`src/rtl/battery_percent_gauge_unit_assert.svh`:
```
// assertion macros for the battery percent gauge
`ifndef BATTERY_PERCENT_GAUGE_UNIT_ASSERT_SVH
`define BATTERY_PERCENT_GAUGE_UNIT_ASSERT_SVH

// same-cycle implication, checked out of reset
`define BPG_ASSERT_NOW(label, clk, rst_n, cond, prop, msg) \
	label: assert property (@(posedge clk) disable iff (!(rst_n)) (cond) |-> (prop)) \
		else $error(msg);

// next-cycle implication, checked out of reset
`define BPG_ASSERT_NEXT(label, clk, rst_n, cond, prop, msg) \
	label: assert property (@(posedge clk) disable iff (!(rst_n)) (cond) |=> (prop)) \
		else $error(msg);

`endif

```
`src/rtl/bpg_pkg.sv`:
```
// types and constants shared by the battery percent gauge
package bpg_pkg;

	localparam int unsigned RAW_W   = 10;
	localparam int unsigned MV_W    = 13;
	localparam int unsigned PCT_W   = 8;
	localparam int unsigned CPCT_W  = 7;
	localparam int unsigned POINTS  = 6;
	localparam int unsigned QUO_W   = 5;
	localparam int unsigned DEN_W   = 8;
	localparam int unsigned CFG_IDX_W = 2;

	localparam logic [CFG_IDX_W-1:0] REG_POWER_PIN_WIRED   = 2'd0;
	localparam logic [CFG_IDX_W-1:0] REG_ADC_FULL_SCALE_MV = 2'd1;

	localparam logic [MV_W-1:0] RESET_FULL_SCALE_MV = 13'd4800;

	localparam logic [PCT_W-1:0] PCT_UNKNOWN = 8'd255;
	localparam logic [PCT_W-1:0] PCT_FULL    = 8'd100;
	localparam logic [PCT_W-1:0] PCT_CHARGE_CAP = 8'd99;

	typedef logic [MV_W-1:0]   mv_t;
	typedef logic [CPCT_W-1:0] cpct_t;

	localparam mv_t CURVE_MV [POINTS] = '{
		13'd3500, 13'd3616, 13'd3723, 13'd3776, 13'd3979, 13'd4180
	};
	localparam cpct_t CURVE_PCT [POINTS] = '{
		7'd0, 7'd3, 7'd22, 7'd48, 7'd79, 7'd100
	};

	typedef struct packed {
		logic [RAW_W-1:0] adc_raw;
		logic             adc_valid;
		logic             charging;
		logic             ext_power;
	} gauge_in_t;

	typedef struct packed {
		logic [PCT_W-1:0] percent;
		logic             percent_known;
		logic             full_flag;
		logic [MV_W-1:0]  battery_mv;
	} gauge_out_t;

endpackage

```
`src/rtl/battery_percent_gauge_unit.sv`:
```
// battery percent gauge: serial scaling, curve lookup and display hysteresis
//
//   channel  | handshake              | payload
//   ---------+------------------------+--------------------------
//   input    | in_valid / in_ready    | in_data  (bpg_pkg::gauge_in_t)
//   output   | out_valid / out_ready  | out_data (bpg_pkg::gauge_out_t)
//   config   | cfg_we                 | cfg_index, cfg_wdata
//
// each item goes through these steps after acceptance: load, the bit-serial
// shift-add multiplier (one converter bit per cycle), segment select, the
// restoring divider (one quotient bit per cycle), finish.
// the result sits in an output register; a new item is taken while it waits,
// and the finish step stalls only if the previous result is still not taken.
// arst_n resets control state, the config registers and the gauge state.
module battery_percent_gauge_unit (
	input  logic                                clk,
	input  logic                                arst_n,
	input  logic                                in_valid,
	output logic                                in_ready,
	input  bpg_pkg::gauge_in_t                  in_data,
	output logic                                out_valid,
	input  logic                                out_ready,
	output bpg_pkg::gauge_out_t                 out_data,
	input  logic                                cfg_we,
	input  logic [bpg_pkg::CFG_IDX_W-1:0]       cfg_index,
	input  logic [bpg_pkg::MV_W-1:0]            cfg_wdata
);

	localparam logic [2:0] ST_IDLE = 3'd0;
	localparam logic [2:0] ST_MUL  = 3'd1;
	localparam logic [2:0] ST_SEG  = 3'd2;
	localparam logic [2:0] ST_DIV  = 3'd3;
	localparam logic [2:0] ST_FIN  = 3'd4;

	localparam int unsigned PROD_W = bpg_pkg::RAW_W + bpg_pkg::MV_W;
	localparam int unsigned NUM_W  = bpg_pkg::DEN_W + bpg_pkg::QUO_W;

	logic [2:0]                   state_q;
	logic [3:0]                   cnt_q;
	bpg_pkg::gauge_in_t           in_q;
	logic [bpg_pkg::RAW_W-1:0]    raw_q;
	logic [PROD_W-1:0]            acc_q;
	logic [bpg_pkg::DEN_W-1:0]    rem_q;
	logic [bpg_pkg::DEN_W-1:0]    den_q;
	logic [bpg_pkg::QUO_W-1:0]    num_lo_q;
	logic [bpg_pkg::QUO_W-1:0]    quo_q;
	bpg_pkg::cpct_t               base_q;

	logic                         cfg_wired_q;
	logic [bpg_pkg::MV_W-1:0]     cfg_scale_q;

	logic [bpg_pkg::PCT_W-1:0]    shown_q;
	logic                         have_q;
	logic                         full_q;

	bpg_pkg::gauge_out_t          out_q;
	logic                         out_valid_q;

	// multiplier step
	logic [bpg_pkg::MV_W:0]       mul_sum;
	// segment select
	bpg_pkg::mv_t                 mv;
	bpg_pkg::mv_t                 seg_diff;
	logic [bpg_pkg::DEN_W-1:0]    seg_den;
	logic [bpg_pkg::QUO_W-1:0]    seg_dp;
	bpg_pkg::cpct_t               seg_base;
	logic [NUM_W-1:0]             seg_num;
	// divider step
	logic [bpg_pkg::DEN_W:0]      div_trial;
	logic                         div_ge;
	// finish
	logic                         pwr;
	logic                         full_nx;
	bpg_pkg::cpct_t               pct_curve;
	logic [bpg_pkg::PCT_W-1:0]    pct_lim;
	logic [bpg_pkg::PCT_W-1:0]    pct_nx;
	logic                         fin_fire;
	bpg_pkg::gauge_out_t          res;

	assign in_ready  = (state_q == ST_IDLE);
	assign out_valid = out_valid_q;
	assign out_data  = out_q;
	assign fin_fire  = (state_q == ST_FIN) && (!out_valid_q || out_ready);

	assign mul_sum = {1'b0, acc_q[PROD_W-1:bpg_pkg::RAW_W]}
		+ (raw_q[0] ? {1'b0, cfg_scale_q} : '0);
	assign mv = acc_q[PROD_W-1:bpg_pkg::RAW_W];

	always_comb begin
		seg_diff = '0;
		seg_den  = 8'd1;
		seg_dp   = '0;
		seg_base = bpg_pkg::CURVE_PCT[0];
		if (mv >= bpg_pkg::CURVE_MV[bpg_pkg::POINTS-1]) begin
			seg_base = bpg_pkg::CURVE_PCT[bpg_pkg::POINTS-1];
		end else if (mv > bpg_pkg::CURVE_MV[0]) begin
			// first segment whose upper point is not below the voltage
			for (int i = bpg_pkg::POINTS - 2; i >= 0; i--) begin
				if (mv <= bpg_pkg::CURVE_MV[i+1]) begin
					seg_diff = mv - bpg_pkg::CURVE_MV[i];
					seg_den  = bpg_pkg::DEN_W'(bpg_pkg::CURVE_MV[i+1] - bpg_pkg::CURVE_MV[i]);
					seg_dp   = bpg_pkg::QUO_W'(bpg_pkg::CURVE_PCT[i+1] - bpg_pkg::CURVE_PCT[i]);
					seg_base = bpg_pkg::CURVE_PCT[i];
				end
			end
		end
		seg_num = NUM_W'(seg_diff[bpg_pkg::DEN_W-1:0] * seg_dp);
	end

	assign div_trial = {rem_q, num_lo_q[bpg_pkg::QUO_W-1]};
	assign div_ge    = (div_trial >= {1'b0, den_q});

	always_comb begin
		pwr = cfg_wired_q ? in_q.ext_power : in_q.charging;
		full_nx = full_q;
		if (pwr && !in_q.charging) begin
			full_nx = 1'b1;
		end else if (!pwr) begin
			full_nx = 1'b0;
		end
		pct_curve = base_q + bpg_pkg::CPCT_W'(quo_q);
		pct_lim   = {1'b0, pct_curve};
		if (full_nx) begin
			pct_lim = bpg_pkg::PCT_FULL;
		end else if (in_q.charging && pct_lim > bpg_pkg::PCT_CHARGE_CAP) begin
			pct_lim = bpg_pkg::PCT_CHARGE_CAP;
		end
		pct_nx = pct_lim;
		// display only moves up on power and down without it
		if (have_q && shown_q <= bpg_pkg::PCT_FULL) begin
			if (pwr) begin
				if (pct_lim < shown_q) begin
					pct_nx = shown_q;
				end
			end else begin
				if (pct_lim > shown_q) begin
					pct_nx = shown_q;
				end
			end
		end
		if (in_q.adc_valid) begin
			res.percent       = pct_nx;
			res.percent_known = 1'b1;
			res.full_flag     = full_nx;
			res.battery_mv    = mv;
		end else begin
			res.percent       = bpg_pkg::PCT_UNKNOWN;
			res.percent_known = 1'b0;
			res.full_flag     = full_q;
			res.battery_mv    = '0;
		end
	end

	always_ff @(posedge clk or negedge arst_n) begin
		if (!arst_n) begin
			cfg_wired_q <= 1'b1;
			cfg_scale_q <= bpg_pkg::RESET_FULL_SCALE_MV;
		end else if (cfg_we) begin
			case (cfg_index)
				bpg_pkg::REG_POWER_PIN_WIRED:   cfg_wired_q <= cfg_wdata[0];
				bpg_pkg::REG_ADC_FULL_SCALE_MV: cfg_scale_q <= cfg_wdata;
				default: ;
			endcase
		end
	end

	always_ff @(posedge clk or negedge arst_n) begin
		if (!arst_n) begin
			state_q     <= ST_IDLE;
			cnt_q       <= '0;
			out_valid_q <= 1'b0;
			shown_q     <= bpg_pkg::PCT_UNKNOWN;
			have_q      <= 1'b0;
			full_q      <= 1'b0;
		end else begin
			if (fin_fire) begin
				out_valid_q <= 1'b1;
			end else if (out_valid_q && out_ready) begin
				out_valid_q <= 1'b0;
			end
			case (state_q)
				ST_IDLE: begin
					if (in_valid) begin
						state_q <= ST_MUL;
						cnt_q   <= '0;
					end
				end
				ST_MUL: begin
					cnt_q <= cnt_q + 4'd1;
					if (cnt_q == 4'(bpg_pkg::RAW_W - 1)) begin
						state_q <= ST_SEG;
					end
				end
				ST_SEG: begin
					state_q <= ST_DIV;
					cnt_q   <= '0;
				end
				ST_DIV: begin
					cnt_q <= cnt_q + 4'd1;
					if (cnt_q == 4'(bpg_pkg::QUO_W - 1)) begin
						state_q <= ST_FIN;
					end
				end
				ST_FIN: begin
					if (fin_fire) begin
						state_q <= ST_IDLE;
						if (in_q.adc_valid) begin
							shown_q <= pct_nx;
							have_q  <= 1'b1;
							full_q  <= full_nx;
						end
					end
				end
				default: state_q <= ST_IDLE;
			endcase
		end
	end

	// datapath registers
	always_ff @(posedge clk) begin
		case (state_q)
			ST_IDLE: begin
				if (in_valid) begin
					in_q  <= in_data;
					raw_q <= in_data.adc_raw;
					acc_q <= '0;
				end
			end
			ST_MUL: begin
				acc_q <= {mul_sum, acc_q[bpg_pkg::RAW_W-1:1]};
				raw_q <= raw_q >> 1;
			end
			ST_SEG: begin
				rem_q    <= seg_num[NUM_W-1:bpg_pkg::QUO_W];
				num_lo_q <= seg_num[bpg_pkg::QUO_W-1:0];
				den_q    <= seg_den;
				base_q   <= seg_base;
				quo_q    <= '0;
			end
			ST_DIV: begin
				rem_q    <= div_ge ? bpg_pkg::DEN_W'(div_trial - {1'b0, den_q})
					: div_trial[bpg_pkg::DEN_W-1:0];
				num_lo_q <= num_lo_q << 1;
				quo_q    <= {quo_q[bpg_pkg::QUO_W-2:0], div_ge};
			end
			ST_FIN: begin
				if (fin_fire) begin
					out_q <= res;
				end
			end
			default: ;
		endcase
	end

`include "battery_percent_gauge_unit_assert.svh"

	`BPG_ASSERT_NOW(a_known_in_range, clk, arst_n,
		out_valid && out_data.percent_known, out_data.percent <= bpg_pkg::PCT_FULL,
		"known percent above 100")
	`BPG_ASSERT_NOW(a_unknown_result, clk, arst_n,
		out_valid && !out_data.percent_known,
		out_data.percent == bpg_pkg::PCT_UNKNOWN && out_data.battery_mv == '0,
		"unknown item with percent or voltage set")
	`BPG_ASSERT_NOW(a_div_rem_bound, clk, arst_n,
		state_q == ST_DIV, rem_q < den_q, "divider remainder not below divisor")
	`BPG_ASSERT_NEXT(a_accept_starts, clk, arst_n,
		in_valid && in_ready, state_q == ST_MUL && !in_ready,
		"accepted item did not start the multiplier")

endmodule

```
`config.mk`:
```
export PLATFORM = sky130hd
export DESIGN_NAME = battery_percent_gauge_unit
export DESIGN_NICKNAME = d
export VERILOG_FILES = /design/src/rtl/bpg_pkg.sv /design/src/rtl/battery_percent_gauge_unit.sv
export VERILOG_INCLUDE_DIRS = /design/src /design/src/rtl
export SDC_FILE = /design/constraint.sdc
export NUM_CORES = 1
export LEC_CHECK = 0
export BUFFER_PORTS_ARGS = -buffer_cell sky130_fd_sc_hd__buf_2
export CAP_MARGIN = 40
export CORE_UTILIZATION = 45
export DETAILED_ROUTE_END_ITERATION = 6
export GPL_ROUTABILITY_DRIVEN = 0
export SYNTH_ARGS = -nofsm -noshare
export SYNTH_HDL_FRONTEND = slang
export SYNTH_SLANG_ARGS = --single-unit
export TNS_END_PERCENT = 10
```
`constraint.sdc`:
```
create_clock -name clk -period 6.4 [get_ports clk]
set_clock_uncertainty 0.05 [all_clocks]
set_input_delay 1.28 -clock clk [delete_from_list [all_inputs] [get_ports clk]]
set_output_delay 1.28 -clock clk [all_outputs]
set_load 0.02 [all_outputs]
```
==> results of run 1 <==
==> sequential cells by signal (all words and copies together) (netlist names), 3 cells and up <==
signal	cells
out_data	23
acc_q	13
cfg_scale_q	13
raw_q	10
rem_q	8
shown_q	8
base_q	7
den_q	7
num_lo_q	5
quo_q	5
cnt_q	4
in_q	3
state_q	3
==> cells in the mapped netlist, types with 3 or more instances <==
cell / instances
a211oi_1: 9
a211oi_2: 3
a21o_1: 8
a21o_2: 3
a21oi_1: 37
a31oi_1: 5
and2_1: 24
and3_1: 8
clkbuf_1: 18
dfrtp_1: 19
dfstp_2: 13
edfxtp_1: 81
fa_1: 21
ha_1: 70
inv_1: 66
inv_2: 3
mux2_1: 3
mux2_2: 15
mux2i_1: 14
nand2_1: 74
nand2b_1: 11
nand3_1: 13
nand4_1: 6
nor2_1: 65
nor2b_1: 10
nor3_1: 39
nor3b_1: 5
o211ai_1: 5
o21a_1: 9
o21ai_0: 44
o21ai_1: 6
o31a_1: 3
o31ai_1: 6
or2_1: 4
or2_2: 8
or3_1: 11
or4_1: 4
xnor2_1: 14
xor2_1: 9
==> path summary, 6_finish.rpt <==
check | from | endpoint | slack, ns
max | acc_q[19]$_SDFFCE_PN0P_ | rem_q[7]$_DFFE_PP_ | 0.32
min | have_q$_DFFE_PN0P_ | have_q$_DFFE_PN0P_ | 0.41
max reg2reg | acc_q[19]$_SDFFCE_PN0P_ | rem_q[7]$_DFFE_PP_ | 0.32
min reg2reg | have_q$_DFFE_PN0P_ | have_q$_DFFE_PN0P_ | 0.41
max in group asynchronous | arst_n | state_q[1]$_DFFE_PN0P_ | 4.90
min in group asynchronous | arst_n | cfg_scale_q[10]$_DFFE_PN0P_ | 0.90
==> cell families (layout without fill, tap and decap cells) <==
kind of cell | Yosys count | count (layout) | synth area share
flip-flops | 113 | 113 | 0.3966
XOR/XNOR | 23 | 23 | 0.02459
buffers and inverters | 92 | 182 | 0.04490
multiplexers | 32 | 32 | 0.04184
AO/OA/AOI/OAI | 170 | 170 | 0.1434
adder cells (fa/ha/maj) | 91 | 91 | 0.1582
AND/OR/NAND/NOR | 304 | 304 | 0.1904
==> critical path: stages, from the launching register on <==
cell and delay, ns:
edfxtp_1 0.46, or4_4 0.58, or2_1 0.28, o22a_2 0.28, o21ai_4 0.24, a211oi_1 0.11, a211o_1 0.33, or3_1 0.35
fa_1 0.50, fa_1 0.53, fa_1 0.55, inv_1 0.05, ha_1 0.33, a21o_1 0.17, a21oi_1 0.27, o21a_1 0.19
o21ai_0 0.11, a31oi_1 0.22, xnor2_1 0.13, o21ai_0 0.08
==> per-layer routing <==
| layer | part of all wire | wire [µm] |
|---|---|---|
| met2 | 0.48 | 9541 |
| met5 | 0 | 0 |
| met3 | 0.059 | 1166 |
| met4 | 0.026 | 505 |
| met1 | 0.43 | 8472 |
==> per-stage QoR <==
step / cells / cell area [µm²] / setup WS [ns] / power, mW
after CTS: 1132 / 9345 / 0.1205 / 5.520
final: 1140 / 9453 / 0.3217 / 5.602
after detailed placement: 1100 / 8773 / 0.1259 / 4.574
after global placement: 1100 / 8773 / 0.3699 / 4.490
after floorplan: 825 / 8193 / 0.6478 / 3.743
after global routing: 1140 / 9453 / -0.005186 / 6.039
==> timing repair <==
action / 4_1_cts / 5_1_grt
gates resized for setup: 0 / 7
endpoints found under the setup margin: 0 / 4
setup buffers: 0 / 8
==> cell usage in the layout (no fill, tap or decap), types with 17 or more instances in the layout <==
cell,instances
and2_1,24
nand2_1,74
nor2_1,64
inv_1,65
buf_4,24
clkbuf_16,17
nor3_1,39
ha_1,70
dfrtp_1,19
o21ai_0,44
a21oi_1,37
fa_1,21
buf_2,57
edfxtp_1,81
==> power breakdown <==
part           internal [mW]  switching, mW
clock network          0.571          0.345
registers               1.22          0.214
logic                   1.27           1.99
==> final cells by class <==
class | count | area [µm²] | area share
inverter | 69 | 259.0 | 0.02740
tap | 225 | 281.5 | 0.02978
clock buffer | 19 | 432.9 | 0.04580
sequential | 113 | 3249 | 0.3437
timing repair buffer | 81 | 465.4 | 0.04924
multi-input combinational | 620 | 4626 | 0.4893
clock inverter | 13 | 138.9 | 0.01469
==> reports/qor.txt, run 1 <==
Status = finished, final reports clean
All-layer global routing usage = 0.2196
Min cycle time layout = 6.078 ns
Cell taking the most area after synthesis = edfxtp_1
Endpoints failing setup = 0
Via count = 6499
Slew Limit Headroom = 0.4435
Global-route track usage on met3 = 0.04370
Largest net degree at the start of global routing = 33
Drt via density = 5.701
Cells after Synth = 825
Layout cells sized above 1 = 0.2055
CTS tree = yes
Fillers = 1589
Die Height = 136.9 µm
Global-route wire length before repair = 31460 µm
Seq/Total Area, Yosys = 0.3966
Post-synth net total = 949
Busiest layer in global routing = met2
Critical Path AT = 6.18 ns
Overflow left after global routing = 0
Clock Pin Slew Worst Setup and Hold Paths = 0.06 ns
Post-synth EDFFs = 81
Crit path max fanout = 6
Worst hold path cell count = 1
Clock root cell = clkbuf_16
Slew Viols, Final = 0
Synth cell types = 86
Launching element type of the critical path = flop
Post-DP HPWL = 14940 µm
Worst Hold Class = reg -> reg
CTS Buf Count = 17
Final core occ = 0.5390
Synth warn = 0
Iteration count of the initial detailed-routing pass = 5
Final hold violations = 0
Synth async-reset ratio = 0.2832
Synth top area cells = edfxtp_1, ha_1, dfrtp_1, fa_1, dfstp_2
Worst Setup Path Type = reg -> reg
Tightest hold margin = 0.4131 ns
Max Buffers Root-to-Sink = 2
MaxCap Viol Count = 0
Layout overhead on the synthesized area = 15.38%
PD cells = 592.6 nW/µm²
Detailed-route wire length = 19690 µm
Initial Util = 0.4672
CTS Sinks = 113
Die span in x = 136.9 µm
Row Count = 48
Per-cell routed wire length = 17.27 µm
Met1 Track Usage GR = 0.2833
Antenna violations before repair = 0
Worst-case reg-to-reg path depth = 19
Fin nets = 1026
Core Area = 17540 µm²
Final period utilization = 0.9497
Synth top area share = 0.2969
Synth Area per Inst = 9.931 µm²
CTS hold repair buffers = 0
Fmax achieved = 0.1645 GHz
ANT nets after route = 0
Critical path capture point type = flop
Die area = 18750 µm²
WP data required = 6.50 ns
Input/output buffers = 57
H-Tree Depth = 4
GR Layer Usage met2 = 0.3541
Setup TNS = 0 ns
Most used DFF post-synth = edfxtp_1
Vias in the first global route = 6373
Worst-Skew Late Latency = 0.43 ns
Initial DRC count = 435
FF+latch count, synth = 113
Leak = 4.102 nW
Diodes inserted = 0
Cell area after synthesis = 8193 µm²
# DRC = 0
IO Pins = 58
Slew @ Worst Pin = 0.8278 ns
Worst vdd ir = 0.0002909 V
Power figures use the tool's default switching activity.
==> run 2, diff against run 1 <==
- PLACE_DENSITY_LB_ADDON: unset -> 0.08
==> run 2 against run 1 <==
Worst hold slack improved by 0.00074 ns. Utilization is 0.20 points lower. Clock power increased by 4.8%. Routed wire length decreased by 1.4%. Die area stayed put.
==> reports/qor.txt, run 2 (same netlist as run 1, synthesis figures left out) <==
Per-cell routed wire length = 17.14 µm (-0.75%)
Diodes inserted = 0 (unchanged)
Final hold violations = 0 (unchanged)
GR Layer Usage met2 = 0.3457 (-0.008418)
Met1 Track Usage GR = 0.2853 (+0.002073)
Reg2reg start = acc_q[12]$_SDFFCE_PN0P_
Placed insts = 1100 (unchanged)
Antenna violations before repair = 0 (unchanged)
Clock root cell = clkbuf_16
Slew @ Worst Pin = 0.8536 ns (+0.02580 ns)
Most frequent cells in the layout = edfxtp_1, nand2_1, ha_1, inv_1, nor2_1
Global-route track usage on met3 = 0.04000 (-0.003704)
Worst Hold Class = reg -> reg
Detailed-route wire length = 19420 µm (-1.4%)
Busiest layer in global routing = met2
Die area = 18750 µm² (unchanged)
Iteration count of the initial detailed-routing pass = 5 (unchanged)
Largest regs = out_data x23, acc_q x13, cfg_scale_q x13
Leak = 4.072 nW (-0.72%)
Slew Limit Headroom = 0.4288 (-0.01471)
Die Height = 136.9 µm (unchanged)
CTS tree = yes
Vias in the first global route = 6308 (-1.0%)
Row Count = 48 (unchanged)
CP max-delay cell = fa_1
Global-route wire length before repair = 31080 µm (-1.2%)
WP data required = 6.60 ns (+0.10 ns)
CTS Sinks = 113 (unchanged)
Final core occ = 0.5370 (-0.001998)
IO Pins = 58 (unchanged)
Overflow left after global routing = 0 (unchanged)
Slowest stage delay, CP = 0.54 ns (-0.04 ns)
Worst setup margin = 0.3512 ns (+0.02949 ns)
Layout cells sized above 1 = 0.1993 (-0.006125)
Input/output buffers = 57 (unchanged)
Clock Pin Slew Worst Setup and Hold Paths = 0.06 ns (about the same)
Kind of cell adding the most delay to the critical path = compound AO/OA/AOI/OAI gates
Slew Viols, Final = 0 (unchanged)
Tot Pwr = 5.580 mW (-0.38%)
CTS hold repair buffers = 0 (unchanged)
Fmax achieved = 0.1653 GHz (+0.49%)
Core Area = 17540 µm² (unchanged)
PD cells = 592.5 nW/µm² (about the same)
H-Tree Depth = 4 (unchanged)
MaxCap Viol Count = 0 (unchanged)
CP Launch Point = acc_q[12]$_SDFFCE_PN0P_
Endpoints failing setup = 0 (unchanged)
Critical Path AT = 6.25 ns (+0.07 ns)
Final period utilization = 0.9451 (-0.004607)
Launching element type of the critical path = flop
Layout overhead on the synthesized area = 14.95%
Fin nets = 1019 (-0.68%)
Status = finished, final reports clean
All-layer global routing usage = 0.2172 (-0.002388)
Buffers plus inverters on the worst setup path = 2 (+1)
Drt via density = 5.650 (-0.88%)
Final std cells w/o fill = 1133 (-0.61%)
Worst-Skew Late Latency = 0.42 ns (about the same)
CTS Buf Count = 17 (unchanged)
Critical path capture point type = flop
Initial Util = 0.4672 (unchanged)
Most common cell after layout, fill and taps aside = edfxtp_1
Max reg flops = 23 (unchanged)
Max Buffers Root-to-Sink = 2 (unchanged)
Pre-CTS setup slack = 0.2685 ns (+0.1426 ns)
Most flops, register = out_data
ANT nets after route = 0 (unchanged)
Via count = 6402 (-1.5%)
Worst-path cell chain = buf_4 > a211oi_1 > o21ai_4 > a41oi_4 > o21ai_4 > a21boi_4 > a21oi_1 > or3_1 > fa_1 > fa_1 > fa_1 > inv_1 > ha_1 > a21oi_1 > o21ai_0 > o41ai_2 > o21ai_0 > and3_1 > a211oi_1
Crit path max fanout = 7 (+1)
Worst Setup Path Type = reg -> reg
# DRC = 0 (unchanged)
Hold Crit Start = have_q$_DFFE_PN0P_
Die span in x = 136.9 µm (unchanged)
Post-DP HPWL = 14770 µm (-1.1%)
Initial DRC count = 393 (-9.7%)
Min cycle time layout = 6.049 ns (-0.02949 ns)
Worst vdd ir = 0.0002759 V (-5.2%)
CP most frequent cell = fa_1
Largest net degree at the start of global routing = 33 (unchanged)
-- run 2: power by group --
part           internal [mW]  switching (mW)  leakage (nW)
clock network          0.608           0.352         0.272
registers               1.22           0.217          1.14
logic                   1.22            1.97          2.66
total                   3.05            2.53          4.07
-- run 2: timing repair --
item / CTS / global route
hold endpoints to repair: 0 / 0
gates resized for setup: 0 / 6
buffers inserted: 0 / 1
setup endpoints to repair: 0 / 3
-- run 2: metal layers --
metal / wire length [µm] / vias to the layer above
li1: - / 3104
met4: 553 / 0
met5: 0 / -
met2: 9099 / 209
met3: 977 / 34
met1: 8787 / 3055
-- run 2: area by class of cell --
cell class | instances | area [µm²]
fillers | 1610 | 8119
multi-input cells | 620 | 4619
flip-flops and latches | 113 | 3249
clock buffers | 18 | 429.2
repair buffers | 74 | 412.9
well taps | 225 | 281.5
inverters | 69 | 259.0
clock inverters | 14 | 166.4
-- run 2: per-stage QoR --
stage / instance area [µm²] / setup TNS (ns) / hold WS (ns)
after floorplan: 8193 / 0 / 0.3761
after global placement: 8773 / 0 / 0.3998
after detailed placement: 8773 / 0 / 0.4026
after CTS: 9369 / 0 / 0.4200
after global routing: 9418 / -0.001286 / 0.4312
final: 9418 / 0 / 0.4138
-- run 2: path summary, 6_finish.rpt --
kind	to	slack [ns]	depth (start not counted)
setup / recovery	rem_q[6]$_DFFE_PP_	0.35	19
setup reg to reg	rem_q[6]$_DFFE_PP_	0.35	19
hold / removal	have_q$_DFFE_PN0P_	0.41	1
max in group asynchronous	full_q$_DFFE_PN0P_	4.87	1
hold reg to reg	have_q$_DFFE_PN0P_	0.41	1
min in group asynchronous	cnt_q[1]$_DFFE_PN0P_	0.89	1
-- run 2: worst register-to-register path, delay by kind of cell (launching register included) --
| kind | cells | cell delay, ns |
|---|---|---|
| adders and majority gates | 4 | 1.91 |
| buffers and inverters | 2 | 0.24 |
| DFF | 1 | 0.43 |
| and+or+nand+nor | 2 | 0.58 |
| AOI/OAI and AO/OA | 11 | 2.68 |
==> run 3, diff against run 2 <==
- REMOVE_ABC_BUFFERS: unset -> 1
==> run 3 against run 2 <==
Clock power decreased by 3.0%. Setup slack got worse by 0.040 ns. Final cell count increased by 0.44%. Utilization increased by 0.064 points. First-iteration DRC count increased by 16%. Non-clock buffer count increased by 5. Global-route usage decreased by 0.15 points. Sequential power about the same. Combinational power about the same. Power decreased by 0.78%. Register-to-register slack got worse by 0.04 ns. Largest cell class unchanged. Largest power group unchanged. Highest routed layer unchanged.
==> reports/qor.txt, run 3 (same netlist as run 1, synthesis figures left out) <==
Largest net degree at the start of global routing = 33 (unchanged)
Die Height = 136.9 µm (unchanged)
Row Count = 48 (unchanged)
Via count = 6407 (+0.078%)
Most flops, register = out_data
Max Buffers Root-to-Sink = 2 (unchanged)
Min cycle time layout = 6.089 ns (+0.04007 ns)
Die span in x = 136.9 µm (unchanged)
MaxCap Viol Count = 0 (unchanged)
Tot Pwr = 5.537 mW (-0.78%)
CTS Sinks = 113 (unchanged)
Reg2reg end = rem_q[7]$_DFFE_PP_
Layout cells sized above 1 = 0.1993 (about the same)
Worst Hold Class = reg -> reg
Pre-CTS setup slack = 0.1410 ns (-0.1275 ns)
Leak = 4.105 nW (+0.80%)
# DRC = 0 (unchanged)
Worst setup margin = 0.3111 ns (-0.04007 ns)
Worst-path cell chain = buf_4 > nor2_1 > nand4_2 > a41oi_4 > inv_2 > a21boi_4 > nor2_2 > a211oi_2 > or3_1 > fa_1 > fa_1 > fa_1 > inv_1 > ha_1 > a21o_1 > a21oi_1 > o21a_1 > o21ai_0 > a31oi_1 > xnor2_1 > o21ai_0
Vias in the first global route = 6289 (-0.30%)
Clock root cell = clkbuf_16
Iteration count of the initial detailed-routing pass = 5 (unchanged)
Crit path max fanout = 8 (+1)
Slowest stage delay, CP = 0.54 ns (about the same)
Initial Util = 0.4672 (unchanged)
CP max-delay cell = fa_1
Setup TNS = 0 ns (unchanged)
Largest regs = out_data x23, acc_q x13, cfg_scale_q x13
Worst-Skew Late Latency = 0.42 ns (about the same)
Slew @ Worst Pin = 0.8305 ns (-0.02314 ns)
CTS tree = yes
Placed cell areas = 8781 µm² (about the same)
Reg2reg start = acc_q[15]$_SDFFCE_PN0P_
All-layer global routing usage = 0.2157 (-0.001457)
Worst Setup Path Type = reg -> reg
Placed insts = 1101 (+0.091%)
Critical path capture point type = flop
Post-layout instance area = 9429 µm² (+0.12%)
Final std cells w/o fill = 1138 (+0.44%)
Clock Pin Slew Worst Setup and Hold Paths = 0.05 ns (about the same)
Fin nets = 1024 (+0.49%)
Slew Limit Headroom = 0.4463 (+0.01753)
Die area = 18750 µm² (unchanged)
Setup slack, reg-to-reg = 0.31 ns (-0.04 ns)
CP most frequent cell = fa_1
Fmax achieved = 0.1642 GHz (-0.66%)
Launching element type of the critical path = flop
IO Pins = 58 (unchanged)
Initial DRC count = 457 (+16%)
Antenna violations before repair = 0 (unchanged)
Post-DP HPWL = 14580 µm (-1.3%)
Layout overhead on the synthesized area = 15.09%
Endpoints failing setup = 0 (unchanged)
Overflow left after global routing = 0 (unchanged)
CTS hold repair buffers = 0 (unchanged)
Most common cell after layout, fill and taps aside = edfxtp_1
Worst hold endpoint = have_q$_DFFE_PN0P_
Hold Crit Start = have_q$_DFFE_PN0P_
Global-route wire length before repair = 30850 µm (-0.73%)
Per-cell routed wire length = 16.66 µm (-2.8%)
Final period utilization = 0.9514 (+0.006262)
Status = finished, final reports clean
Detailed-route wire length = 18960 µm (-2.4%)
Worst-case reg-to-reg path depth = 21 (+2)
PD cells = 587.2 nW/µm² (-0.90%)
Critical Path AT = 6.18 ns (-0.07 ns)
H-Tree Depth = 4 (unchanged)
Worst hold path cell count = 1 (unchanged)
Max reg flops = 23 (unchanged)
Core Area = 17540 µm² (unchanged)
Final hold violations = 0 (unchanged)
Input/output buffers = 57 (unchanged)
CTS Buf Count = 17 (unchanged)
Most frequent cells in the layout = edfxtp_1, nand2_1, ha_1, inv_1, nor2_1
Slew Viols, Final = 0 (unchanged)
ANT nets after route = 0 (unchanged)
RSZ-0062 raised after global routing = no
Drt via density = 5.630 (-0.36%)
Diodes inserted = 0 (unchanged)
WP data required = 6.49 ns (-0.11 ns)
Worst vdd ir = 0.0003542 V (+28%)
run 3: worst max path at each step:
| stage | from | end | slack [ns] | cells after the start |
|---|---|---|---|---|
| finish | acc_q[15]$_SDFFCE_PN0P_ | rem_q[7]$_DFFE_PP_ | 0.31 | 21 |
| global route | acc_q[16]$_SDFFCE_PN0P_ | rem_q[7]$_DFFE_PP_ | 0.0003 | 21 |
| CTS | acc_q[15]$_SDFFCE_PN0P_ | rem_q[6]$_DFFE_PP_ | 0.13 | 21 |
| detailed placement | acc_q[15]$_SDFFCE_PN0P_ | rem_q[6]$_DFFE_PP_ | 0.14 | 21 |
| global placement | acc_q[15]$_SDFFCE_PN0P_ | rem_q[6]$_DFFE_PP_ | 0.34 | 21 |
| floorplan | acc_q[18]$_SDFFCE_PN0P_ | rem_q[6]$_DFFE_PP_ | 0.62 | 18 |
run 3: layout make-up:
cell class | instances | area, µm²
fillers | 1587 | 8108
repair buffers | 79 | 450.4
multi-input cells | 620 | 4611
clock inverters | 13 | 145.1
flip-flops and latches | 113 | 3249
inverters | 69 | 259.0
clock buffers | 19 | 432.9
well taps | 225 | 281.5
run 3: metrics by stage:
step	hold slack, ns	util
6_report	0.4233	0.5377
5_1_grt	0.4394	0.5377
4_1_cts	0.4225	0.5337
3_5_place_dp	0.4063	0.5007
3_3_place_gp	0.4033	0.5003
2_1_floorplan	0.3761	-
run 3: layer usage:
layer  GRT usage  routed length, µm  share of wire  up-vias
met5           0                  0              0        -
met2      0.3454               9011           0.48      198
met4     0.09829                583          0.031        0
met1      0.2810               8569           0.45     3061
li1            -                  -              -     3107
met3     0.04259                797          0.042       41
run 3: what timing repair did:
item                                    4_1_cts  5_1_grt
endpoints found under the setup margin        0        4
hold endpoints to repair                      0        0
resized for setup                             0        4
setup buffers                                 0        5
run 3: power breakdown:
group	internal, mW	switching [mW]	leakage, nW
Clock	0.604	0.327	0.279
Combinational	1.24	1.93	2.68
Sequential	1.22	0.214	1.14
run 3: critical path: cells and delay by family (launching register included):
family                     cells  cell delay, ns
adders and majority gates      4            1.82
DFF                            1            0.46
AOI/OAI and AO/OA              9            2.14
xor gates and xnor gates       1            0.15
and+or+nand+nor                4            0.79
buffers and inverters          3            0.38
